<file path="config.mk">
export PLATFORM = sky130hd
export DESIGN_NAME = cph_square
export DESIGN_NICKNAME = d
export VERILOG_FILES = /design/src/design/cph_pkg.sv /design/src/design/cph_square.sv
export SDC_FILE = /design/constraint.sdc
export NUM_CORES = 2
export LEC_CHECK = 0
export BUFFER_PORTS_ARGS = -buffer_cell sky130_fd_sc_hd__clkbuf_2
export CAP_MARGIN = 20
export CORE_ASPECT_RATIO = 1.4
export CORE_MARGIN = 2
export CORE_UTILIZATION = 66
export DETAILED_ROUTE_END_ITERATION = 12
export PLACE_DENSITY = 0.94
export RECOVER_POWER = 100
export SYNTH_ARGS = -nofsm -noshare
export SYNTH_HDL_FRONTEND = slang
export SYNTH_SLANG_ARGS = --single-unit
</file>
<file path="constraint.sdc">
create_clock -name i_clk -period 9.15 [get_ports i_clk]
set_clock_uncertainty 0.1 [all_clocks]
set_input_delay 0.4575 -clock i_clk [delete_from_list [all_inputs] [get_ports i_clk]]
set_output_delay 0.4575 -clock i_clk [all_outputs]
set_load 0.005 [all_outputs]
</file>
<file path="src/design/cph_pkg.sv">
`default_nettype none

package cph_pkg;

    localparam int COORD_WIDTH = 16;
    localparam int KIND_WIDTH  = 2;
    localparam int SIZE_WIDTH  = COORD_WIDTH - 1;
    // Doubled center, so that half sizes stay integers.
    localparam int X2_WIDTH    = COORD_WIDTH + 1;
    // Doubled center plus or minus a full size.
    localparam int EDGE_WIDTH  = COORD_WIDTH + 2;
    // Edge minus radius, or center minus edge.
    localparam int DIFF_WIDTH  = COORD_WIDTH + 3;
    // Sum of two sizes.
    localparam int RAD_WIDTH   = COORD_WIDTH;
    localparam int SQ_WIDTH    = 2 * DIFF_WIDTH;
    localparam int R2_WIDTH    = 2 * RAD_WIDTH;

    typedef enum logic [KIND_WIDTH-1:0] {
        KIND_CIRCLE = 2'd0,
        KIND_RECT   = 2'd1,
        KIND_NONE   = 2'd2
    } t_kind;

    typedef enum logic [1:0] {
        MODE_NONE,
        MODE_RECT_RECT,
        MODE_CIRCLE_RECT
    } t_mode;

    typedef struct packed {
        logic [KIND_WIDTH-1:0]         kind;
        logic signed [COORD_WIDTH-1:0] x;
        logic signed [COORD_WIDTH-1:0] y;
        logic [SIZE_WIDTH-1:0]         w;
        logic [SIZE_WIDTH-1:0]         h;
    } t_collider;

    // Probe point, grow amounts and the bounds of the box it is tested against.
    typedef struct packed {
        logic                         valid;
        t_mode                        mode;
        logic signed [X2_WIDTH-1:0]   cx;
        logic signed [X2_WIDTH-1:0]   cy;
        logic [RAD_WIDTH-1:0]         rx;
        logic [RAD_WIDTH-1:0]         ry;
        logic signed [EDGE_WIDTH-1:0] ql;
        logic signed [EDGE_WIDTH-1:0] qr;
        logic signed [EDGE_WIDTH-1:0] qt;
        logic signed [EDGE_WIDTH-1:0] qb;
    } t_s1;

    typedef struct packed {
        logic                         valid;
        t_mode                        mode;
        logic                         band;
        logic                         grown;
        logic signed [DIFF_WIDTH-1:0] dxl;
        logic signed [DIFF_WIDTH-1:0] dxr;
        logic signed [DIFF_WIDTH-1:0] dyt;
        logic signed [DIFF_WIDTH-1:0] dyb;
        logic [RAD_WIDTH-1:0]         r;
    } t_s2;

    typedef struct packed {
        logic                  valid;
        t_mode                 mode;
        logic                  band;
        logic                  grown;
        logic [SQ_WIDTH-1:0]   sq_xl;
        logic [SQ_WIDTH-1:0]   sq_xr;
        logic [SQ_WIDTH-1:0]   sq_yt;
        logic [SQ_WIDTH-1:0]   sq_yb;
        logic [R2_WIDTH-1:0]   r2;
    } t_s3;

endpackage

`default_nettype wire

</file>
<file path="src/design/cph_square.sv">
`default_nettype none

module cph_square import cph_pkg::*; (
    input  wire logic i_clk,
    input  wire logic i_rst_n,
    input  wire t_s1  i_s1,
    output t_s3       o_s3
);

    t_s2 r_s2;
    t_s2 n_s2;
    t_s3 r_s3;
    t_s3 n_s3;

    always_comb begin
        logic signed [DIFF_WIDTH-1:0] cx, cy, ql, qr, qt, qb, rx, ry;

        cx = DIFF_WIDTH'(i_s1.cx);
        cy = DIFF_WIDTH'(i_s1.cy);
        ql = DIFF_WIDTH'(i_s1.ql);
        qr = DIFF_WIDTH'(i_s1.qr);
        qt = DIFF_WIDTH'(i_s1.qt);
        qb = DIFF_WIDTH'(i_s1.qb);
        rx = DIFF_WIDTH'($signed({1'b0, i_s1.rx}));
        ry = DIFF_WIDTH'($signed({1'b0, i_s1.ry}));

        n_s2.valid = i_s1.valid;
        n_s2.mode  = i_s1.mode;
        n_s2.band  = (cx >= ql && cx <= qr) || (cy >= qt && cy <= qb);
        n_s2.grown = (cx > ql - rx) && (cx < qr + rx) && (cy > qt - ry) && (cy < qb + ry);
        n_s2.dxl   = cx - ql;
        n_s2.dxr   = cx - qr;
        n_s2.dyt   = cy - qt;
        n_s2.dyb   = cy - qb;
        n_s2.r     = i_s1.rx;
    end

    always_comb begin
        logic signed [SQ_WIDTH-1:0] p_xl, p_xr, p_yt, p_yb;

        p_xl = r_s2.dxl * r_s2.dxl;
        p_xr = r_s2.dxr * r_s2.dxr;
        p_yt = r_s2.dyt * r_s2.dyt;
        p_yb = r_s2.dyb * r_s2.dyb;

        n_s3.valid = r_s2.valid;
        n_s3.mode  = r_s2.mode;
        n_s3.band  = r_s2.band;
        n_s3.grown = r_s2.grown;
        n_s3.sq_xl = $unsigned(p_xl);
        n_s3.sq_xr = $unsigned(p_xr);
        n_s3.sq_yt = $unsigned(p_yt);
        n_s3.sq_yb = $unsigned(p_yb);
        n_s3.r2    = R2_WIDTH'(r_s2.r) * R2_WIDTH'(r_s2.r);
    end

    always_ff @(posedge i_clk) begin
        if (!i_rst_n) begin
            r_s2.valid <= 1'b0;
            r_s3.valid <= 1'b0;
        end else begin
            r_s2 <= n_s2;
            r_s3 <= n_s3;
        end
    end

    assign o_s3 = r_s3;

endmodule

`default_nettype wire

</file>
==> impl_metrics.csv <==
group,metric,value,unit
sta,setup_tns,0,ns
detailed_routing,drtIter0Drc,3996,
sta,rsz0062_at_grt,"no",
finish,fin_area,0.0759,sq mm
detailed_routing,via_count,53000,
clock_tree,htree_levels,2,
sta,slew_headroom,-326,%
run,cap_violations,3,
yosys,synth_xor_area_share,4.39,%
placement,place_congestion,1.00,
worst_setup_path,critPathMaxFanout,24,
yosys,ys_seq_area_share,11.7,%
outcome,violations,"capacitance limit, slew limit",
yosys,async_reset_ff_share,0,%
detailed_routing,post-route-drc-count,0,
yosys,synth_area_leaders,"fa_1 42%, ha_1 15%, edfxtp_1 12%",
clock_tree,cts_num_sinks,281,
grt,grt_overflow,0,
yosys,synth-compound-area-share,7.07,%
finish,drive_gt1_share,4.04,%
sta,drv_slew,229,
sta,max_clock_freq,0.119,GHz
detailed_routing,wl_per_cell,21.3,um
yosys,synth-adder-area-share,56.1,%
floorplan,fp-row-count,143,
yosys,yosys.area.top_type,"fa_1",
floorplan,core_area,0.108,sq mm
detailed_routing,route.antenna.remaining_nets,0,
worst_setup_path,worstSetupPathType,"register to register",
yosys,synth_mux_area_share,0.171,%
worst_setup_path,required,9.38,ns
finish,nFillCells,7479,
yosys,synth-seq-cells,281,
placement,place_area,0.0749,sq mm
floorplan,initial_utilization,66.3,%
detailed_routing,routed_wirelength,192000,um
sta,setup_violations,0,
sta,finalCriticalPeriod,8.39,ns
yosys,synth_top_family_by_area,"adder cells",
finish,layout_commonest_cell,"inv_1",
grt,grt_max_degree,95,
clock_tree,cts_tree,"built",
floorplan,dieArea,0.111,sq mm
grt,antenna_found_initial,42,
finish,syn_to_final_growth,5.70,%
yosys,ys_types,83,
yosys,synthFlopType,"edfxtp_1",
clock_tree,insertion_delay,0.61,ns
floorplan,io_pins,332,
outcome,status,"complete, but fails checks",
floorplan,fp.dieH,394,um
sta,tightest_slew,6.39,ns
detailed_routing,via_per_inst,5.87,
yosys,synth_edf_count,279,
floorplan,fp.dieW,283,um
grt,first_global_vias,60100,
clock_tree,cts_root_buffer,"clkbuf_16",
placement,dp_hpwl,161000,um
clock_tree,clk_pin_slew,0.06,ns
placement,numPortBuffers,326,
yosys,syn_avg_cell_area,9.85,sq um
worst_setup_path,crit_arrival,8.62,ns
grt,grt_pass1_wl,307000,um
clock_tree,cts_inserted_buffers,35,
hold_path,min_path_type,"input port to register",
grt,grt_usage,35.8,%
clock_tree,cts_buffer_depth,3,
sta,post-route-period-util,91.7,%
yosys,synthesis.area,0.0718,sq mm
yosys,yosysWarnings,0,
yosys,synthSimpleGateAreaFrac,9.75,%
yosys,synth_top_area_share,41.6,%
sta,hold_viol_final,0,
finish,layout_common_cells,"1897 x inv_1, 1491 x fa_1, 832 x ha_1, 642 x nand2_1, 279 x edfxtp_1",
worst_setup_path,timing.reg2reg.setup_slack,0.76,ns
finish,utilization,70.1,%
worst_setup_path,cp-start-kind,"register",
yosys,synthCells,7288,
finish,nets,9996,
detailed_routing,drtPass1Iterations,6,
worst_setup_path,critPathCaptureType,"register",
routing by layer:
layer | track usage, % | vias to the layer above | share of wire, %
met5 | 0 | - | 0.20
li1 | - | 22800 | -
met1 | 37.6 | 26200 | 31
met2 | 60.9 | 2799 | 50
met3 | 9.67 | 1110 | 9.5
met4 | 27.1 | 62 | 9.3
flip-flops by register name, indices dropped and copies added, names as in the netlist:
signal and flops:
n_s3 5, o_s3 184, r_s2 92
final timing paths:
| check | from | endpoint | cells after the start |
|---|---|---|---|
| max | r_s2[42] | o_s3[105] | 21 |
| min | i_s1[102] | r_s2[14] | 1 |
| max reg2reg | r_s2[42] | o_s3[105] | 21 |
| min reg2reg | n_s3[185] | o_s3[185] | 0 |
worst max-delay path, stage by stage, from the launching register on:
cell and delay, ns:
edfxtp_1 1.01, nand2_1 0.30, xor2_1 0.23, ha_1 0.20
a31o_2 0.22, fa_1 0.49, inv_1 0.06, fa_1 0.50
inv_1 0.05, fa_1 0.48, fa_1 0.57, fa_1 0.44
ha_1 0.29, ha_1 0.36, nor2b_2 0.18, a2111oi_0 0.59
a211oi_1 0.25, a211oi_2 0.50, o21ai_0 0.27, a41o_1 0.35
a221o_1 0.39, a211o_1 0.29
cell type report:
cell class,count,area [sq um],area share (%)
Clock inverter,25,267,0.351
Multi-Input combinational cell,4951,55600,73.3
Inverter,1897,7120,9.38
Timing Repair Buffer,364,1720,2.27
Sequential cell,281,8420,11.1
Antenna cell,13,32.5,0.0429
Clock buffer,38,908,1.20
Tap cell,1450,1810,2.39
per-stage QoR:
| step | hold slack, ns | std cells | setup WS, ns |
|---|---|---|---|
| floorplan | 0.300 | 7292 | 2.03 |
| global placement | 0.309 | 8938 | 1.45 |
| detailed placement | 0.313 | 8938 | 1.23 |
| CTS | 0.000529 | 9006 | 1.24 |
| global route | 0.0928 | 9009 | 0.414 |
| finish | 0.107 | 9019 | 0.758 |
Yosys cell counts, drive strengths merged (52+ instances only):
cell type,n
nand2,642
nor2b,105
o21ai,123
nand2b,55
edfxtp,279
xor2,107
nor2,238
xnor2,253
and2,226
nand3,52
clkbuf,149
fa,1491
inv,1897
a21oi,224
a21o,147
ha,832
cells by family after synthesis:
family,Yosys count
flops,281
xor+xnor,360
mux,12
other cells,1
fa+ha+maj,2323
simple gates,1481
buf+inv,2060
compound gates,770
repair_timing:
action                    4_1_cts  5_1_grt
buffers inserted                0        0
resized for setup               0        0
hold endpoints to repair        5        0
hold buffers                    5        0
Power is left out: the tool's default activity adds up to more than one toggle a clock period on the data nets, which glitch-free logic cannot reach.
