File: src/design/cph_pkg.sv
`default_nettype none

package cph_pkg;

    localparam int COORD_WIDTH = 16;
    localparam int KIND_WIDTH  = 2;
    localparam int SIZE_WIDTH  = COORD_WIDTH - 1;
    // Doubled center, so that half sizes stay integers.
    localparam int X2_WIDTH    = COORD_WIDTH + 1;
    // Doubled center plus or minus a full size.
    localparam int EDGE_WIDTH  = COORD_WIDTH + 2;
    // Edge minus radius, or center minus edge.
    localparam int DIFF_WIDTH  = COORD_WIDTH + 3;
    // Sum of two sizes.
    localparam int RAD_WIDTH   = COORD_WIDTH;
    localparam int SQ_WIDTH    = 2 * DIFF_WIDTH;
    localparam int R2_WIDTH    = 2 * RAD_WIDTH;

    typedef enum logic [KIND_WIDTH-1:0] {
        KIND_CIRCLE = 2'd0,
        KIND_RECT   = 2'd1,
        KIND_NONE   = 2'd2
    } t_kind;

    typedef enum logic [1:0] {
        MODE_NONE,
        MODE_RECT_RECT,
        MODE_CIRCLE_RECT
    } t_mode;

    typedef struct packed {
        logic [KIND_WIDTH-1:0]         kind;
        logic signed [COORD_WIDTH-1:0] x;
        logic signed [COORD_WIDTH-1:0] y;
        logic [SIZE_WIDTH-1:0]         w;
        logic [SIZE_WIDTH-1:0]         h;
    } t_collider;

    // Probe point, grow amounts and the bounds of the box it is tested against.
    typedef struct packed {
        logic                         valid;
        t_mode                        mode;
        logic signed [X2_WIDTH-1:0]   cx;
        logic signed [X2_WIDTH-1:0]   cy;
        logic [RAD_WIDTH-1:0]         rx;
        logic [RAD_WIDTH-1:0]         ry;
        logic signed [EDGE_WIDTH-1:0] ql;
        logic signed [EDGE_WIDTH-1:0] qr;
        logic signed [EDGE_WIDTH-1:0] qt;
        logic signed [EDGE_WIDTH-1:0] qb;
    } t_s1;

    typedef struct packed {
        logic                         valid;
        t_mode                        mode;
        logic                         band;
        logic                         grown;
        logic signed [DIFF_WIDTH-1:0] dxl;
        logic signed [DIFF_WIDTH-1:0] dxr;
        logic signed [DIFF_WIDTH-1:0] dyt;
        logic signed [DIFF_WIDTH-1:0] dyb;
        logic [RAD_WIDTH-1:0]         r;
    } t_s2;

    typedef struct packed {
        logic                  valid;
        t_mode                 mode;
        logic                  band;
        logic                  grown;
        logic [SQ_WIDTH-1:0]   sq_xl;
        logic [SQ_WIDTH-1:0]   sq_xr;
        logic [SQ_WIDTH-1:0]   sq_yt;
        logic [SQ_WIDTH-1:0]   sq_yb;
        logic [R2_WIDTH-1:0]   r2;
    } t_s3;

endpackage

`default_nettype wire

File: src/design/cph_select.sv
`default_nettype none

module cph_select import cph_pkg::*; (
    input  wire logic      i_clk,
    input  wire logic      i_rst_n,
    input  wire logic      i_valid,
    input  wire t_collider i_col_a,
    input  wire t_collider i_col_b,
    output t_s1            o_s1
);

    t_s1 r_s1;
    t_s1 n_s1;

    // Every pairing becomes one probe point tested against one box. Two circles
    // test the first center against a zero-size box at the second center with
    // the radius sum; two rectangles grow the second box by the first one's
    // half extents.
    always_comb begin
        logic                         a_circ, a_rect, b_circ, b_rect;
        t_collider                    c_src, q_src;
        logic [SIZE_WIDTH-1:0]        q_w, q_h;
        logic signed [EDGE_WIDTH-1:0] qx2, qy2, qwe, qhe;

        a_circ = (i_col_a.kind == KIND_CIRCLE);
        a_rect = (i_col_a.kind == KIND_RECT);
        b_circ = (i_col_b.kind == KIND_CIRCLE);
        b_rect = (i_col_b.kind == KIND_RECT);

        n_s1       = '0;
        n_s1.valid = i_valid;
        n_s1.mode  = MODE_NONE;
        c_src      = i_col_a;
        q_src      = i_col_b;
        q_w        = i_col_b.w;
        q_h        = i_col_b.h;
        n_s1.rx    = RAD_WIDTH'(i_col_a.w);
        n_s1.ry    = RAD_WIDTH'(i_col_a.h);

        if (a_rect && b_rect) begin
            n_s1.mode = MODE_RECT_RECT;
        end else if (a_circ && b_circ) begin
            n_s1.mode = MODE_CIRCLE_RECT;
            n_s1.rx   = RAD_WIDTH'(i_col_a.w) + RAD_WIDTH'(i_col_b.w);
            n_s1.ry   = n_s1.rx;
            q_w       = '0;
            q_h       = '0;
        end else if (a_circ && b_rect) begin
            n_s1.mode = MODE_CIRCLE_RECT;
            n_s1.ry   = n_s1.rx;
        end else if (a_rect && b_circ) begin
            n_s1.mode = MODE_CIRCLE_RECT;
            c_src     = i_col_b;
            q_src     = i_col_a;
            q_w       = i_col_a.w;
            q_h       = i_col_a.h;
            n_s1.rx   = RAD_WIDTH'(i_col_b.w);
            n_s1.ry   = n_s1.rx;
        end

        n_s1.cx = $signed({c_src.x, 1'b0});
        n_s1.cy = $signed({c_src.y, 1'b0});
        qx2     = EDGE_WIDTH'($signed({q_src.x, 1'b0}));
        qy2     = EDGE_WIDTH'($signed({q_src.y, 1'b0}));
        qwe     = EDGE_WIDTH'($signed({1'b0, q_w}));
        qhe     = EDGE_WIDTH'($signed({1'b0, q_h}));
        n_s1.ql = qx2 - qwe;
        n_s1.qr = qx2 + qwe;
        n_s1.qt = qy2 - qhe;
        n_s1.qb = qy2 + qhe;
    end

    always_ff @(posedge i_clk) begin
        if (!i_rst_n) begin
            r_s1.valid <= 1'b0;
        end else begin
            r_s1 <= n_s1;
        end
    end

    assign o_s1 = r_s1;

endmodule

`default_nettype wire

File: config.mk
export PLATFORM = sky130hd
export DESIGN_NAME = cph_select
export DESIGN_NICKNAME = d
export VERILOG_FILES = /design/src/design/cph_pkg.sv /design/src/design/cph_select.sv
export SDC_FILE = /design/constraint.sdc
export NUM_CORES = 1
export LEC_CHECK = 0
export ABC_AREA = 0
export ABC_CLOCK_PERIOD_IN_PS = 7430
export BUFFER_PORTS_ARGS = -buffer_cell sky130_fd_sc_hd__buf_2
export CORE_MARGIN = 8
export CORE_UTILIZATION = 58
export CTS_CLUSTER_DIAMETER = 100
export CTS_CLUSTER_SIZE = 10
export DETAILED_ROUTE_END_ITERATION = 7
export PLACE_DENSITY = 0.91
export SETUP_SLACK_MARGIN = 0.02
export SLEW_MARGIN = 20
export SYNTH_ARGS = -nofsm -noshare
export SYNTH_HDL_FRONTEND = slang
export SYNTH_SLANG_ARGS = --single-unit
File: constraint.sdc
create_clock -name i_clk -period 7.43 [get_ports i_clk]
set_input_delay 0.3715 -clock i_clk [delete_from_list [all_inputs] [get_ports i_clk]]
set_output_delay 0.3715 -clock i_clk [all_outputs]
set_load 0.02 [all_outputs]
==> metrics.txt <==
# TYPE chip_impl_metric gauge
chip_impl_metric{name="placed_cells",unit=""} 1495
chip_impl_metric{name="synth_compound_gate_area_share",unit="%"} 16.6
chip_impl_metric{name="route.final.wire_length",unit="µm"} 30300
chip_impl_metric{name="detail_route.drc_violations",unit=""} 0
chip_impl_metric{name="drv_cap",unit=""} 0
chip_impl_metric{name="via_per_inst",unit=""} 5.82
chip_impl_metric{name="max_slew.worst_pin.slew",unit="ns"} 0.931
chip_impl_info{name="tritoncts",value="yes"} 1
chip_impl_metric{name="cts_num_sinks",unit=""} 136
chip_impl_metric{name="report.final.slew_viol_count",unit=""} 0
chip_impl_info{name="postSynth.topFlopCell",value="edfxtp_1"} 1
chip_impl_metric{name="io-pin-count",unit=""} 272
chip_impl_metric{name="maxSlewHeadroom",unit="%"} 37.9
chip_impl_info{name="rsz0062_at_grt",value="no"} 1
chip_impl_info{name="worst_setup_path_start_kind",value="input port"} 1
chip_impl_metric{name="post_synth_inst_count",unit=""} 1059
chip_impl_metric{name="synthToLayoutAreaGrowth",unit="%"} 22.1
chip_impl_metric{name="min_path_cells",unit=""} 2
chip_impl_metric{name="wire_per_inst",unit="µm"} 19.7
chip_impl_metric{name="cts_repair_resize_count",unit=""} 0
chip_impl_metric{name="path_max_fanout",unit=""} 65
chip_impl_metric{name="grt_antenna_before_repair",unit=""} 9
chip_impl_metric{name="dr_iter_0_viols",unit=""} 1019
chip_impl_metric{name="cp_data_arrival_time",unit="ns"} 4.64
chip_impl_metric{name="place.port_buffers",unit=""} 269
chip_impl_metric{name="synth_cell_types",unit=""} 62
chip_impl_info{name="timing.critical_path.cells",value="buf_2, buf_4, inv_1, nor2_4, buf_4, nand2_1, nand2_1, inv_1, fa_1, o21bai_1, a221oi_1, o31a_1, o221ai_1, a21oi_1, or2_2, xor2_1"} 1
chip_impl_metric{name="largest_register_ffs",unit=""} 136
chip_impl_info{name="path_delay_family",value="buffers and inverters"} 1
chip_impl_metric{name="leakagePower",unit="µW"} 0.00556
chip_impl_metric{name="yosys_warnings",unit=""} 0
chip_impl_metric{name="via_count",unit=""} 8930
chip_impl_metric{name="synthSimpleGateAreaFrac",unit="%"} 18.6
chip_impl_info{name="cts_root_buffer",value="clkbuf_16"} 1
chip_impl_metric{name="post-route-period-util",unit="%"} 60.2
chip_impl_info{name="cp-end-kind",value="flop"} 1
chip_impl_metric{name="gp_congestion",unit=""} 0.957
chip_impl_metric{name="cell_area_after_synthesis",unit="mm²"} 0.00952
chip_impl_metric{name="synth_sequential_area_ratio",unit="%"} 42.8
chip_impl_metric{name="die_height",unit="µm"} 144
chip_impl_metric{name="drive_above_1_share",unit="%"} 24.6
chip_impl_metric{name="synth_seq_cells",unit=""} 136
chip_impl_metric{name="xor_xnor_fraction_of_synth_area",unit="%"} 5.61
chip_impl_metric{name="vias_in_the_first_global_route",unit=""} 8712
chip_impl_metric{name="first_pass_iters",unit=""} 6
chip_impl_metric{name="post-dp-hpwl",unit="µm"} 23100
chip_impl_metric{name="ctsHtreeMaxLevel",unit=""} 4
chip_impl_metric{name="initial_utilization",unit="%"} 58.4
chip_impl_metric{name="dieWidth",unit="µm"} 144
chip_impl_metric{name="cp.required",unit="ns"} 7.60
chip_impl_info{name="synth.most_common_cell",value="nand2_1"} 1
chip_impl_metric{name="die_area",unit="mm²"} 0.0208
chip_impl_info{name="hold_path_class",value="input port to flop"} 1
chip_impl_info{name="synth_top_family_by_area",value="simple AND/OR/NAND/NOR gates"} 1
chip_impl_metric{name="core_region_area",unit="mm²"} 0.0163
chip_impl_metric{name="cp.depth",unit=""} 16
chip_impl_info{name="synth_area_leaders",value="edfxtp_1, nand2_1, ha_1"} 1
chip_impl_metric{name="post_synthesis_mux_area_share",unit="%"} 1.06
chip_impl_metric{name="post_cts.repair.setup_buffers",unit=""} 0
chip_impl_metric{name="avgSynthCellArea",unit="µm²"} 8.99
chip_impl_metric{name="synth_largest_type_area_fraction",unit="%"} 42.6
chip_impl_metric{name="gr-total-overflow",unit=""} 0
chip_impl_metric{name="fmax",unit="MHz"} 224
chip_impl_metric{name="setup_viol",unit=""} 0
chip_impl_metric{name="antenna_left",unit=""} 0
chip_impl_metric{name="cpPeakStageDelay",unit="ns"} 0.57
chip_impl_metric{name="crit_buf_inv",unit=""} 5
chip_impl_metric{name="period_needed",unit="ns"} 4.47
chip_impl_info{name="netlist_top_cells_count",value="nand2_1, edfxtp_1, ha_1, nor2_1, a21oi_1"} 1
chip_impl_info{name="run_status",value="finished, final reports clean"} 1
chip_impl_metric{name="global_route.usage.total",unit="%"} 28.7
chip_impl_metric{name="global_route_wire_length_before_repair",unit="µm"} 45700
chip_impl_metric{name="rows",unit=""} 47
chip_impl_metric{name="power_density",unit="mW/mm²"} 236
chip_impl_info{name="path_class",value="input port to flop"} 1
chip_impl_metric{name="clkSlewWorstSetupHoldPaths",unit="ns"} 0.06
chip_impl_metric{name="vdd_drop_max",unit="mV"} 0.174
chip_impl_metric{name="synthAdderAreaFrac",unit="%"} 10.4
chip_impl_metric{name="hold_buffers",unit=""} 0
chip_impl_metric{name="tritoncts.num_buffers",unit=""} 17
chip_impl_info{name="crit_path_top_delay_cell",value="buf_4"} 1
chip_impl_metric{name="pin_count_of_the_biggest_net_entering_global_routing",unit=""} 74
chip_impl_metric{name="final_cell_count_no_fill",unit=""} 1534
chip_impl_metric{name="final_hold_violations",unit=""} 0
chip_impl_metric{name="setup_total_negative_slack",unit="ns"} 0
chip_impl_metric{name="synth-edff-count",unit=""} 135
chip_impl_info{name="biggest_area_consumer_among_synthesized_cells",value="edfxtp_1"} 1
chip_impl_metric{name="num-nets-final",unit=""} 1501
chip_impl_metric{name="cts_max_path_buffers",unit=""} 2
chip_impl_metric{name="async_reset_ff_share",unit="%"} 0
[layout make-up]
type | count | area [µm²]
flip-flops and latches | 136 | 4070
multi-input cells | 804 | 5000
clock inverters | 13 | 193
clock buffers | 19 | 443
diodes | 7 | 17.5
fillers | 1275 | 4670
well taps | 220 | 275
repair buffers | 275 | 1400
inverters | 60 | 225
[final timing paths]
| check | startpoint | to | slack, ns |
|---|---|---|---|
| max | i_col_a[62] | o_s1[68] | 2.96 |
| min | i_valid | o_s1[140] | 0.14 |
[through the flow]
stage / util, % / hold slack (ns) / area (µm²) / setup slack, ns / total power (µW)
2_1_floorplan: - / 0.484 / 9520 / 3.54 / 1550
3_3_place_gp: 67.3 / 0.576 / 11000 / 2.81 / 1820
3_5_place_dp: 67.3 / 0.575 / 11000 / 2.70 / 1830
4_1_cts: 71.2 / 0.130 / 11600 / 3.10 / 2750
5_1_grt: 71.3 / 0.180 / 11600 / 2.56 / 2850
6_report: 71.3 / 0.141 / 11600 / 2.96 / 2740
[routing by layer]
layer	global-route usage, %	vias to the layer above	part of all wire (%)
met1	33.3	4114	37
met3	6.93	112	9.9
met2	47.2	521	48
li1	-	4177	-
met4	17.5	6	5.1
met5	0	-	0.11
[placed cells by master, fill, tap and decap left out, types with 6 or more instances in the layout]
master	Yosys	final
buf_2	0	268
nand2_1	248	247
edfxtp_1	135	135
ha_1	71	71
nor2_1	71	70
a21oi_1	64	64
inv_1	60	60
o21ai_0	57	57
xnor2_1	46	46
a21o_1	38	38
and3_1	26	26
clkbuf_16	0	17
nand3_1	15	15
xor2_1	15	15
o21bai_1	12	12
nand2b_1	11	11
nor3_1	11	10
mux2i_1	9	9
diode_2	0	7
o31ai_1	7	7
o21a_1	6	6
a211oi_1	6	6
a31oi_1	6	6
or3_1	7	6
buf_4	5	6
[cells by family (layout without fill, tap and decap cells)]
logic type / Yosys count / count (layout)
and+or+nand+nor: 413 / 413
other: 1 / 9
buffers and inverters: 120 / 367
xor gates and xnor gates: 61 / 61
adders and majority gates: 76 / 76
muxes: 10 / 10
AOI/OAI and AO/OA: 242 / 242
DFF: 136 / 136
[where the power goes]
group          switching [µW]  internal, µW
clock                     338           575
sequential               29.1           985
combinational             525           291
total                     892          1850
No activity file was read; power rests on OpenSTA's default activity.
