File: src/design/cph_pkg.sv
`default_nettype none

package cph_pkg;

    localparam int COORD_WIDTH = 16;
    localparam int KIND_WIDTH  = 2;
    localparam int SIZE_WIDTH  = COORD_WIDTH - 1;
    // Doubled center, so that half sizes stay integers.
    localparam int X2_WIDTH    = COORD_WIDTH + 1;
    // Doubled center plus or minus a full size.
    localparam int EDGE_WIDTH  = COORD_WIDTH + 2;
    // Edge minus radius, or center minus edge.
    localparam int DIFF_WIDTH  = COORD_WIDTH + 3;
    // Sum of two sizes.
    localparam int RAD_WIDTH   = COORD_WIDTH;
    localparam int SQ_WIDTH    = 2 * DIFF_WIDTH;
    localparam int R2_WIDTH    = 2 * RAD_WIDTH;

    typedef enum logic [KIND_WIDTH-1:0] {
        KIND_CIRCLE = 2'd0,
        KIND_RECT   = 2'd1,
        KIND_NONE   = 2'd2
    } t_kind;

    typedef enum logic [1:0] {
        MODE_NONE,
        MODE_RECT_RECT,
        MODE_CIRCLE_RECT
    } t_mode;

    typedef struct packed {
        logic [KIND_WIDTH-1:0]         kind;
        logic signed [COORD_WIDTH-1:0] x;
        logic signed [COORD_WIDTH-1:0] y;
        logic [SIZE_WIDTH-1:0]         w;
        logic [SIZE_WIDTH-1:0]         h;
    } t_collider;

    // Probe point, grow amounts and the bounds of the box it is tested against.
    typedef struct packed {
        logic                         valid;
        t_mode                        mode;
        logic signed [X2_WIDTH-1:0]   cx;
        logic signed [X2_WIDTH-1:0]   cy;
        logic [RAD_WIDTH-1:0]         rx;
        logic [RAD_WIDTH-1:0]         ry;
        logic signed [EDGE_WIDTH-1:0] ql;
        logic signed [EDGE_WIDTH-1:0] qr;
        logic signed [EDGE_WIDTH-1:0] qt;
        logic signed [EDGE_WIDTH-1:0] qb;
    } t_s1;

    typedef struct packed {
        logic                         valid;
        t_mode                        mode;
        logic                         band;
        logic                         grown;
        logic signed [DIFF_WIDTH-1:0] dxl;
        logic signed [DIFF_WIDTH-1:0] dxr;
        logic signed [DIFF_WIDTH-1:0] dyt;
        logic signed [DIFF_WIDTH-1:0] dyb;
        logic [RAD_WIDTH-1:0]         r;
    } t_s2;

    typedef struct packed {
        logic                  valid;
        t_mode                 mode;
        logic                  band;
        logic                  grown;
        logic [SQ_WIDTH-1:0]   sq_xl;
        logic [SQ_WIDTH-1:0]   sq_xr;
        logic [SQ_WIDTH-1:0]   sq_yt;
        logic [SQ_WIDTH-1:0]   sq_yb;
        logic [R2_WIDTH-1:0]   r2;
    } t_s3;

endpackage

`default_nettype wire

File: src/design/cph_decide.sv
`default_nettype none

module cph_decide import cph_pkg::*; (
    input  wire logic i_clk,
    input  wire logic i_rst_n,
    input  wire t_s3  i_s3,
    output logic      o_hit,
    output logic      o_hit_valid
);

    logic r_hit;
    logic r_hit_valid;
    logic n_hit;

    always_comb begin
        logic [SQ_WIDTH:0] s_lt, s_lb, s_rt, s_rb, r2;
        logic              corner;

        s_lt   = {1'b0, i_s3.sq_xl} + {1'b0, i_s3.sq_yt};
        s_lb   = {1'b0, i_s3.sq_xl} + {1'b0, i_s3.sq_yb};
        s_rt   = {1'b0, i_s3.sq_xr} + {1'b0, i_s3.sq_yt};
        s_rb   = {1'b0, i_s3.sq_xr} + {1'b0, i_s3.sq_yb};
        r2     = (SQ_WIDTH + 1)'(i_s3.r2);
        corner = (s_lt < r2) || (s_lb < r2) || (s_rt < r2) || (s_rb < r2);

        // A center off both bands of the box can only reach it at a corner.
        case (i_s3.mode)
            MODE_RECT_RECT:   n_hit = i_s3.grown;
            MODE_CIRCLE_RECT: n_hit = i_s3.band ? i_s3.grown : corner;
            default:          n_hit = 1'b0;
        endcase
    end

    always_ff @(posedge i_clk) begin
        if (!i_rst_n) begin
            r_hit       <= 1'b0;
            r_hit_valid <= 1'b0;
        end else begin
            r_hit       <= i_s3.valid & n_hit;
            r_hit_valid <= i_s3.valid;
        end
    end

    assign o_hit       = r_hit;
    assign o_hit_valid = r_hit_valid;

endmodule

`default_nettype wire

File: config.mk
export PLATFORM = sky130hd
export DESIGN_NAME = cph_decide
export DESIGN_NICKNAME = d
export VERILOG_FILES = /design/src/design/cph_pkg.sv /design/src/design/cph_decide.sv
export SDC_FILE = /design/constraint.sdc
export NUM_CORES = 1
export LEC_CHECK = 0
export ABC_AREA = 1
export BUFFER_PORTS_ARGS = -buffer_cell sky130_fd_sc_hd__clkbuf_2
export CORE_ASPECT_RATIO = 1.4
export CORE_MARGIN = 5
export CORE_UTILIZATION = 45
export CTS_CLUSTER_DIAMETER = 120
export DETAILED_ROUTE_END_ITERATION = 8
export GPL_TIMING_DRIVEN = 0
export HOLD_SLACK_MARGIN = 0.05
export PLACE_DENSITY = 0.68
export SLEW_MARGIN = 20
export SYNTH_ARGS = -nofsm -noshare
export SYNTH_HDL_FRONTEND = slang
export SYNTH_SLANG_ARGS = --single-unit
File: constraint.sdc
create_clock -name i_clk -period 2.9 [get_ports i_clk]
set_input_delay 0.145 -clock i_clk [delete_from_list [all_inputs] [get_ports i_clk]]
set_output_delay 0.145 -clock i_clk [all_outputs]
set_load 0.03 [all_outputs]
==> impl_metrics.tcl, run 1 <==
set metrics [dict create \
    worstPathRequired_ps 3050 \
    place_hpwl_um 50400 \
    crit_path_end_kind "flip-flop" \
    gp_congestion 1.01 \
    grt_max_degree 7 \
    async_reset_ff_frac 0 \
    cts.path.max_buffers 2 \
    netlist_area_sq_mm 0.0126 \
    arrival_ps 3370 \
    holdBufCountCts 0 \
    die_area_sq_mm 0.0316 \
    slew_violations 0 \
    slew_headroom 0.589 \
    path_buf_inv 4 \
    antenna_left 0 \
    grt_usage 0.346 \
    avgSynthCellArea_sq_um 5.79 \
    multi_input_area_sq_mm 0.0138 \
    overflow 0 \
    die_y_um 208 \
    critPathLaunchType "input pin" \
    setup_ws_ps -324 \
    crit_start "i_s3[72]" \
    seq_area_frac_synth 0.00317 \
    clock-sinks 2 \
    drive_above_1_share 0.273 \
    setup_tns_ps -324 \
    final-seq-area_sq_um 40.0 \
    synthFlopType "dfxtp_1" \
    worst-setup-path-type "input pin to flip-flop" \
    crit_fanout 4 \
    antenna_found_initial 1 \
    cts-root-buf "clkbuf_16" \
    io_buffers 192 \
    rsz0062_at_grt "true" \
    via_per_inst 5.68 \
    ys_ff_latch 2 \
    max_stage_delay_ps 300 \
    fillers 2690 \
    synth_warnings 0 \
    core.rowCount 72 \
    drc 0 \
    syn_nets 2657 \
    period_minus_slack_ps 3220 \
    coreArea_sq_mm 0.0277 \
    grt_pass1_vias 15000 \
    drt_first_pass_iters 5 \
    layout.nets 2941 \
    cts_tree "yes" \
    initialDrtViolationCount 1055 \
    clk_pin_slew_ps 30 \
    via_count 16100 \
    power_density_mw_per_mm2 274 \
    worst_pin_slew_ps 611 \
    yosys.area.top_type "ha_1" \
    p_leak_uw 0.00839 \
    area_delta_synth_final_pct 35.5 \
    io_pins 193 \
    wire_per_inst_um 21.1 \
    peakVddDrop_v 0.000413 \
    finalPower_uw 4690 \
    syn_inst 2184 \
    die_w_um 152 \
    grt_pass1_wl_um 83500 \
    start_util 0.457 \
    fmax_ghz 0.310 \
    setup_viol 1 \
    numCtsBuffers 3 \
    hold_violations 0 \
    crit_slowest_cell "ha_4" \
    fin_crit_sh 1.11 \
    worstHoldStart "i_s3[188]" \
    routed_wl_um 59800 \
    cp_top_family "simple AND/OR/NAND/NOR gates" \
    diodes 0 \
    hold_class "input pin to flip-flop" \
    synth_edf_count 0 \
    violations "setup timing" \
    synthTopCellsByArea "ha_1 (28%), nand2_1 (19%), a21oi_1 (9.5%)" \
    path_common_cell "nand2_2" \
    drv_cap 0 \
    outcome "finished with violations" \
    yosys.cell_types.count 47 \
    netlist.area_leader.share 0.275 \
    h-tree-depth 1 \
]
==> report_power, final <==
part | total, uW | switching, uW | internal [uW]
logic | 4460 | 2660 | 1790
registers | 29.1 | 0.270 | 28.8
clock network | 205 | 30.0 | 175
total | 4690 | 2690 | 2000
==> synth_stat cells (4+ instances only) <==
cell,number
inv_2,11
o211ai_1,6
nand2_1,644
nor2_2,24
nand3b_1,6
o21ai_2,4
o21bai_1,21
ha_1,278
a31oi_1,28
xor2_1,67
inv_1,242
a21oi_2,4
nand4_1,27
nor2_1,219
nand2_2,21
a21oi_1,240
fa_1,4
nand3_1,102
xnor2_1,55
nor4_1,11
a21o_1,16
o21ai_1,6
o21ai_0,77
nand3_2,6
o21a_1,13
nor3_1,20
==> placed cells by master (no fill, tap or decap), types with 62 or more instances in the layout <==
cell type | netlist | final
xor2_1 | 67 | 62
ha_4 | 0 | 68
inv_1 | 242 | 228
nand3_1 | 102 | 85
ha_1 | 278 | 204
nor2_1 | 219 | 182
buf_4 | 0 | 91
a21oi_1 | 240 | 191
clkbuf_2 | 0 | 146
nand2_1 | 644 | 575
nand2_2 | 21 | 76
==> layout make-up <==
cell class,count,area share
Clock buffer,3,0.00438
Inverter,254,0.0561
Multi-Input combinational cell,1928,0.806
Sequential cell,2,0.00234
Tap cell,370,0.0270
Timing Repair Buffer,279,0.104
==> stage by stage <==
step	hold WS [ps]	utilization	instance area, sq um	setup WS (ps)	cells
2_1_floorplan	249	-	12700	6.73	2184
3_5_place_dp	345	0.512	14200	-1120	2746
6_report	126	0.619	17100	-324	2836
3_3_place_gp	349	0.512	14200	-1070	2746
5_1_grt	147	0.619	17100	-522	2836
4_1_cts	122	0.547	15100	-421	2777
==> path summary, 6_finish.rpt <==
path / cells past startpoint / endpoint / slack, ps
max: 28 / o_hit / -320
min: 3 / o_hit_valid / 130
==> what timing repair did <==
action,in CTS,in global routing
resized for setup,132,391
endpoints found under the setup margin,1,1
buffers inserted,28,59
pin swaps,42,148
==> flip-flops by register name, indices dropped and copies added (netlist names) <==
register,cells
o_hit,1
o_hit_valid,1
==> metal layers <==
| layer | track usage | up-vias | wire [um] |
|---|---|---|---|
| li1 | - | 7932 | - |
| met1 | 0.420 | 7247 | 22800 |
| met2 | 0.559 | 720 | 26700 |
| met3 | 0.0335 | 207 | 4340 |
| met4 | 0.256 | 2 | 5850 |
| met5 | 0 | - | 13 |
==> logic make-up (layout without fill, tap and decap cells) <==
family                     after synthesis  after routing  share of synthesized area
adders and majority gates              282            282                      0.282
buffers and inverters                  254            536                     0.0754
DFF                                      2              2                    0.00317
AOI/OAI and AO/OA                      435            435                      0.194
and+or+nand+nor                       1089           1089                      0.361
xor gates and xnor gates               122            122                     0.0845
Power figures use the tool's default switching activity.
==> run 2, diff against run 1 <==
--- a/config.mk
+++ b/config.mk
@@ -5,8 +5,8 @@
 export SDC_FILE = /design/constraint.sdc
 export NUM_CORES = 1
 export LEC_CHECK = 0
-export ABC_AREA = 1
 export BUFFER_PORTS_ARGS = -buffer_cell sky130_fd_sc_hd__clkbuf_2
+export CAP_MARGIN = 20
 export CORE_ASPECT_RATIO = 1.4
 export CORE_MARGIN = 5
 export CORE_UTILIZATION = 45
@@ -14,7 +14,7 @@
 export DETAILED_ROUTE_END_ITERATION = 8
 export GPL_TIMING_DRIVEN = 0
 export HOLD_SLACK_MARGIN = 0.05
-export PLACE_DENSITY = 0.68
+export PLACE_DENSITY = 0.69
 export SLEW_MARGIN = 20
 export SYNTH_ARGS = -nofsm -noshare
 export SYNTH_HDL_FRONTEND = slang
==> run 2 against run 1 <==
- the flow still finishes with violations (setup timing)
- synthesized cell count shrank 31%
- die area shrank 13%
- clock power is essentially flat
- global-route usage shrank 6.6 points
- total power shrank 25%
- critical path depth shrank 1
- first-iteration DRC count shrank 43%
- flip-flop and latch count is the same
==> impl_metrics.tcl, run 2 <==
set metrics [dict create \
    outcome "finished with violations" \
    violations "setup timing" \
    die_y_um 194 \
    power_density_mw_per_mm2 277 \
    finish.instance_area_sq_mm 0.0127 \
    hold_class "input pin to flip-flop" \
    p_seq_frac 0.008 \
    place_hpwl_um 36200 \
    slew_violations 0 \
    drc 0 \
    netlist.area_leader.share 0.320 \
    synthTopCellsByArea "ha_1 (32%), a21oi_1 (8.2%), xnor2_1 (7.2%)" \
    antenna_found_initial 1 \
    setup_viol 1 \
    cts.path.max_buffers 2 \
    core.rowCount 67 \
    routed_wl_um 40600 \
    async_reset_ff_frac 0 \
    yosys.cell_count.top_type "ha_1" \
    die_w_um 141 \
    fin_util 0.531 \
    critPathLaunchType "input pin" \
    layout_commonest_cell "ha_1" \
    grt_pass1_vias 12300 \
    drt_first_pass_iters 7 \
    synth_edf_count 0 \
    setup_ws_ps -1890 \
    crit_fanout 2 \
    period_minus_slack_ps 4790 \
    power.switching_uw 1900 \
    h-tree-depth 1 \
    crit_slowest_cell "or3_1" \
    clock-sinks 2 \
    worstPathRequired_ps 3050 \
    die_area_sq_mm 0.0274 \
    rsz0062_at_grt "true" \
    p_int_uw 1620 \
    yosys.area.top_type "ha_1" \
    initialDrtViolationCount 603 \
    yosys.cell_types.count 72 \
    hold_violations 0 \
    clkPwrFrac 0.058 \
    drv_cap 0 \
    arrival_ps 4940 \
    p_leak_uw 0.00628 \
    crit_path_end_kind "flip-flop" \
    drive_above_1_share 0.166 \
    diodes 0 \
    synthFlopType "dfxtp_1" \
    synth_warnings 0 \
    cts_tree "yes" \
    clk_pin_slew_ps 30 \
    io_buffers 192 \
    fmax_ghz 0.209 \
    avgSynthCellArea_sq_um 7.26 \
    io_pins 193 \
    via_per_inst 6.10 \
    wire_per_inst_um 20.1 \
    grt_usage 0.280 \
    synth_common_cells "ha_1 (278), a21oi_1 (178), o21ai_0 (112)" \
    final_cell_mix "ha_1 (270), clkbuf_2 (189), a21oi_1 (172), o21ai_0 (109), nand2_1 (100)" \
    place_area_sq_mm 0.0123 \
    layout.nets 2184 \
    worst-setup-path-type "input pin to flip-flop" \
    coreArea_sq_mm 0.0239 \
    worst_pin_slew_ps 740 \
    max_stage_delay_ps 380 \
    area_delta_synth_final_pct 16.8 \
    start_util 0.455 \
    overflow 0 \
    numCtsBuffers 3 \
    slew_headroom 0.504 \
    power_frac_comb 0.934 \
    via_count 12300 \
    syn_inst 1498 \
    netlist_area_sq_mm 0.0109 \
    swShare 0.540 \
    peakVddDrop_v 0.000358 \
    fin_crit_sh 1.65 \
    cts-root-buf "clkbuf_16" \
    gp_congestion 0.981 \
    antenna_left 0 \
    syn_nets 1971 \
    grt_pass1_wl_um 61900 \
    ys_ff_latch 2 \
    seq_area_frac_synth 0.00368 \
    grt_max_degree 11 \
]
==> run 2: what timing repair did <==
item / 4_1_cts / 5_1_grt
resized for setup: 32 / 7
endpoints found under the setup margin: 1 / 1
hold buffers: 0 / 0
pin swaps: 30 / 6
setup buffers: 15 / 1
==> run 2: final cells by class <==
type                            count  area, sq um
Sequential cell                     2         40.0
Fill cell                        2392        11200
Inverter                           84          315
Clock buffer                        3         75.1
Tap cell                          310          388
Buffer                             22          104
Multi-Input combinational cell   1390        10700
Timing Repair Buffer              208         1100
==> run 2: worst paths after layout <==
kind | from | end | cells past startpoint
max | i_s3[146] | o_hit | 27
min | i_s3[188] | o_hit_valid | 2
==> run 2: metrics by stage <==
stage	power, uW	hold slack [ps]	setup TNS, ps	cells	setup WS (ps)
3_5_place_dp	3170	378	-2540	2000	-2540
5_1_grt	3900	187	-2080	2019	-2080
4_1_cts	3480	155	-1790	2018	-1790
2_1_floorplan	2320	282	-1350	1498	-1350
6_report	3520	156	-1890	2019	-1890
3_3_place_gp	3120	388	-2510	2000	-2510
==> run 2: routing by layer <==
metal  vias to the layer above  GRT usage  part of all wire
met4                         0      0.198             0.090
met3                       156     0.0205             0.051
met5                         -          0                 0
met2                       472      0.517              0.49
li1                       6117          -                 -
met1                      5569      0.296              0.36
==> run 2: kinds of logic after synthesis <==
group           after synthesis  share of synthesized area
flops                         2                    0.00368
xor+xnor                    121                     0.0974
buf+inv                     106                     0.0370
fa+ha+maj                   282                      0.327
mux                           7                    0.00644
compound gates              563                      0.338
simple gates                417                      0.191
==> run 2: power groups by stage <==
stage	clock, uW	sequential [uW]	combinational (uW)
after CTS	207	29.0	3240
after global placement	0	29.3	3090
final	205	29.0	3290
after floorplan	0	31.4	2290
after global routing	210	29.1	3660
after detailed placement	0	29.3	3140
==> run 2: critical path: cells and delay by family <==
| family | cells | cell delay, ps |
|---|---|---|
| adders and majority gates | 3 | 770 |
| AOI/OAI and AO/OA | 13 | 2560 |
| buffers and inverters | 2 | 140 |
| xor gates and xnor gates | 1 | 130 |
| and+or+nand+nor | 8 | 1180 |
==> run 3, diff against run 2 <==
--- a/config.mk
+++ b/config.mk
@@ -7,7 +7,6 @@
 export LEC_CHECK = 0
 export BUFFER_PORTS_ARGS = -buffer_cell sky130_fd_sc_hd__clkbuf_2
 export CAP_MARGIN = 20
-export CORE_ASPECT_RATIO = 1.4
 export CORE_MARGIN = 5
 export CORE_UTILIZATION = 45
 export CTS_CLUSTER_DIAMETER = 120
@@ -15,6 +14,7 @@
 export GPL_TIMING_DRIVEN = 0
 export HOLD_SLACK_MARGIN = 0.05
 export PLACE_DENSITY = 0.69
+export SETUP_SLACK_MARGIN = 0.02
 export SLEW_MARGIN = 20
 export SYNTH_ARGS = -nofsm -noshare
 export SYNTH_HDL_FRONTEND = slang
==> run 3 against run 2 <==
- the run still ends with setup timing left
- count of clock-buffer cells in the layout stayed put
- first-iteration DRC count is 79% higher
- final cell count is 0.89% higher
- total power is 0.99% higher
- die area is 0.16% lower
- critical path depth is 1 lower
- combinational power hardly changed
- worst setup slack worse by 110 ps
- non-clock buffer count is 8 higher
- global-route usage is 1.3 points lower
- final area is 0.54% higher
- via count hardly changed
==> impl_metrics.tcl, run 3 (same netlist as run 2, synthesis figures left out) <==
set metrics [dict create \
    outcome "finished with violations" \
    violations "setup timing" \
    rsz0062_at_grt "true" \
    io_buffers 192 \
    dpl_worst_slack_ps -2760 \
    via_per_inst 6.05 \
    via_count 12300 \
    hold_class "input pin to flip-flop" \
    path_buf_inv 5 \
    clock-sinks 2 \
    power_density_mw_per_mm2 278 \
    place_hpwl_um 34000 \
    die_area_sq_mm 0.0274 \
    drv_cap 0 \
    finalPower_uw 3550 \
    worst-setup-path-type "input pin to flip-flop" \
    antenna_left 0 \
    drc 0 \
    clk_pin_slew_ps 30 \
    die_w_um 165 \
    slew_headroom 0.349 \
    gp_congestion 0.990 \
    cts-root-buf "clkbuf_16" \
    whs_path_depth 2 \
    layout.nets 2192 \
    grt_max_degree 11 \
    io_pins 193 \
    slew_violations 0 \
    critPathLaunchType "input pin" \
    h-tree-depth 1 \
    holdBufCountCts 0 \
    fmax_ghz 0.204 \
    routed_wl_um 38800 \
    grt_usage 0.268 \
    setup_ws_ps -2000 \
    overflow 0 \
    crit_fanout 8 \
    crit_path_end_kind "flip-flop" \
    grt_pass1_vias 11600 \
    coreArea_sq_mm 0.0236 \
    period_minus_slack_ps 4900 \
    hold_violations 0 \
    area_delta_synth_final_pct 17.4 \
    grt_pass1_wl_um 58800 \
    fin_crit_sh 1.69 \
    cts_tree "yes" \
    core.rowCount 56 \
    drt_first_pass_iters 5 \
    start_util 0.461 \
    worst_pin_slew_ps 970 \
    setup_viol 1 \
    p_leak_uw 0.00632 \
    layout_commonest_cell "ha_1" \
    crit_slowest_cell "or3_4" \
    peakVddDrop_v 0.000110 \
    cp_top_family "compound AO/OA/AOI/OAI gates" \
    arrival_ps 5050 \
    numCtsBuffers 3 \
    initialDrtViolationCount 1078 \
    die_y_um 165 \
    antenna_found_initial 0 \
    wire_per_inst_um 19.1 \
    max_stage_delay_ps 430 \
    final_cell_mix "ha_1 (273), clkbuf_2 (188), a21oi_1 (173), o21ai_0 (108), nand2_1 (100)" \
    cts.path.max_buffers 2 \
    drive_above_1_share 0.168 \
    cp.depth 26 \
    worstPathRequired_ps 3050 \
]
==> run 3: cell types whose count changed in the layout (fill, tap and decap cells not counted), moves of 2 or more <==
cell    before  now
and3_1      11    9
and3_4       0    2
buf_4       17   26
ha_1       270  273
ha_4         7    5
==> run 3: metal layers <==
layer / up-vias / track usage / share of wire
li1: 6145 / - / -
met2: 469 / 0.454 / 0.45
met3: 75 / 0.0159 / 0.074
met5: - / 0 / 0
met1: 5636 / 0.371 / 0.45
met4: 0 / 0.0671 / 0.029
==> run 3: area by class of cell <==
class                           count  area [sq um]
Buffer                             21          92.6
Inverter                           84           315
Multi-Input combinational cell   1390         10700
Sequential cell                     2          40.0
Antenna cell                        1          2.50
Fill cell                        2338         10800
Clock buffer                        3          75.1
Tap cell                          319           399
Timing Repair Buffer              217          1180
==> run 3: timing repair <==
item | 4_1_cts | 5_1_grt
setup buffers | 18 | 7
resized for setup | 28 | 11
pin swaps | 26 | 21
setup endpoints to repair | 1 | 1
==> run 3: worst paths after layout <==
path                  start           to  slack [ps]
setup / recovery  i_s3[155]        o_hit       -2000
hold / removal    i_s3[188]  o_hit_valid         180
==> run 3: metrics by stage <==
step / instance area, sq um / hold slack (ps) / utilization / instances / TNS, ps
final: 12800 / 181 / 0.541 / 2037 / -2000
after global routing: 12800 / 183 / 0.541 / 2036 / -2120
after CTS: 12700 / 180 / 0.537 / 2030 / -1930
after detailed placement: 12300 / 401 / 0.522 / 2009 / -2760
after global placement: 12300 / 395 / 0.522 / 2009 / -2740
after floorplan: 11000 / 282 / - / 1498 / -1350
==> run 3: power by group <==
part / switching, uW / total, uW / internal, uW
clock: 30.0 / 205 / 175
sequential: 0.443 / 29.2 / 28.8
combinational: 1880 / 3320 / 1440
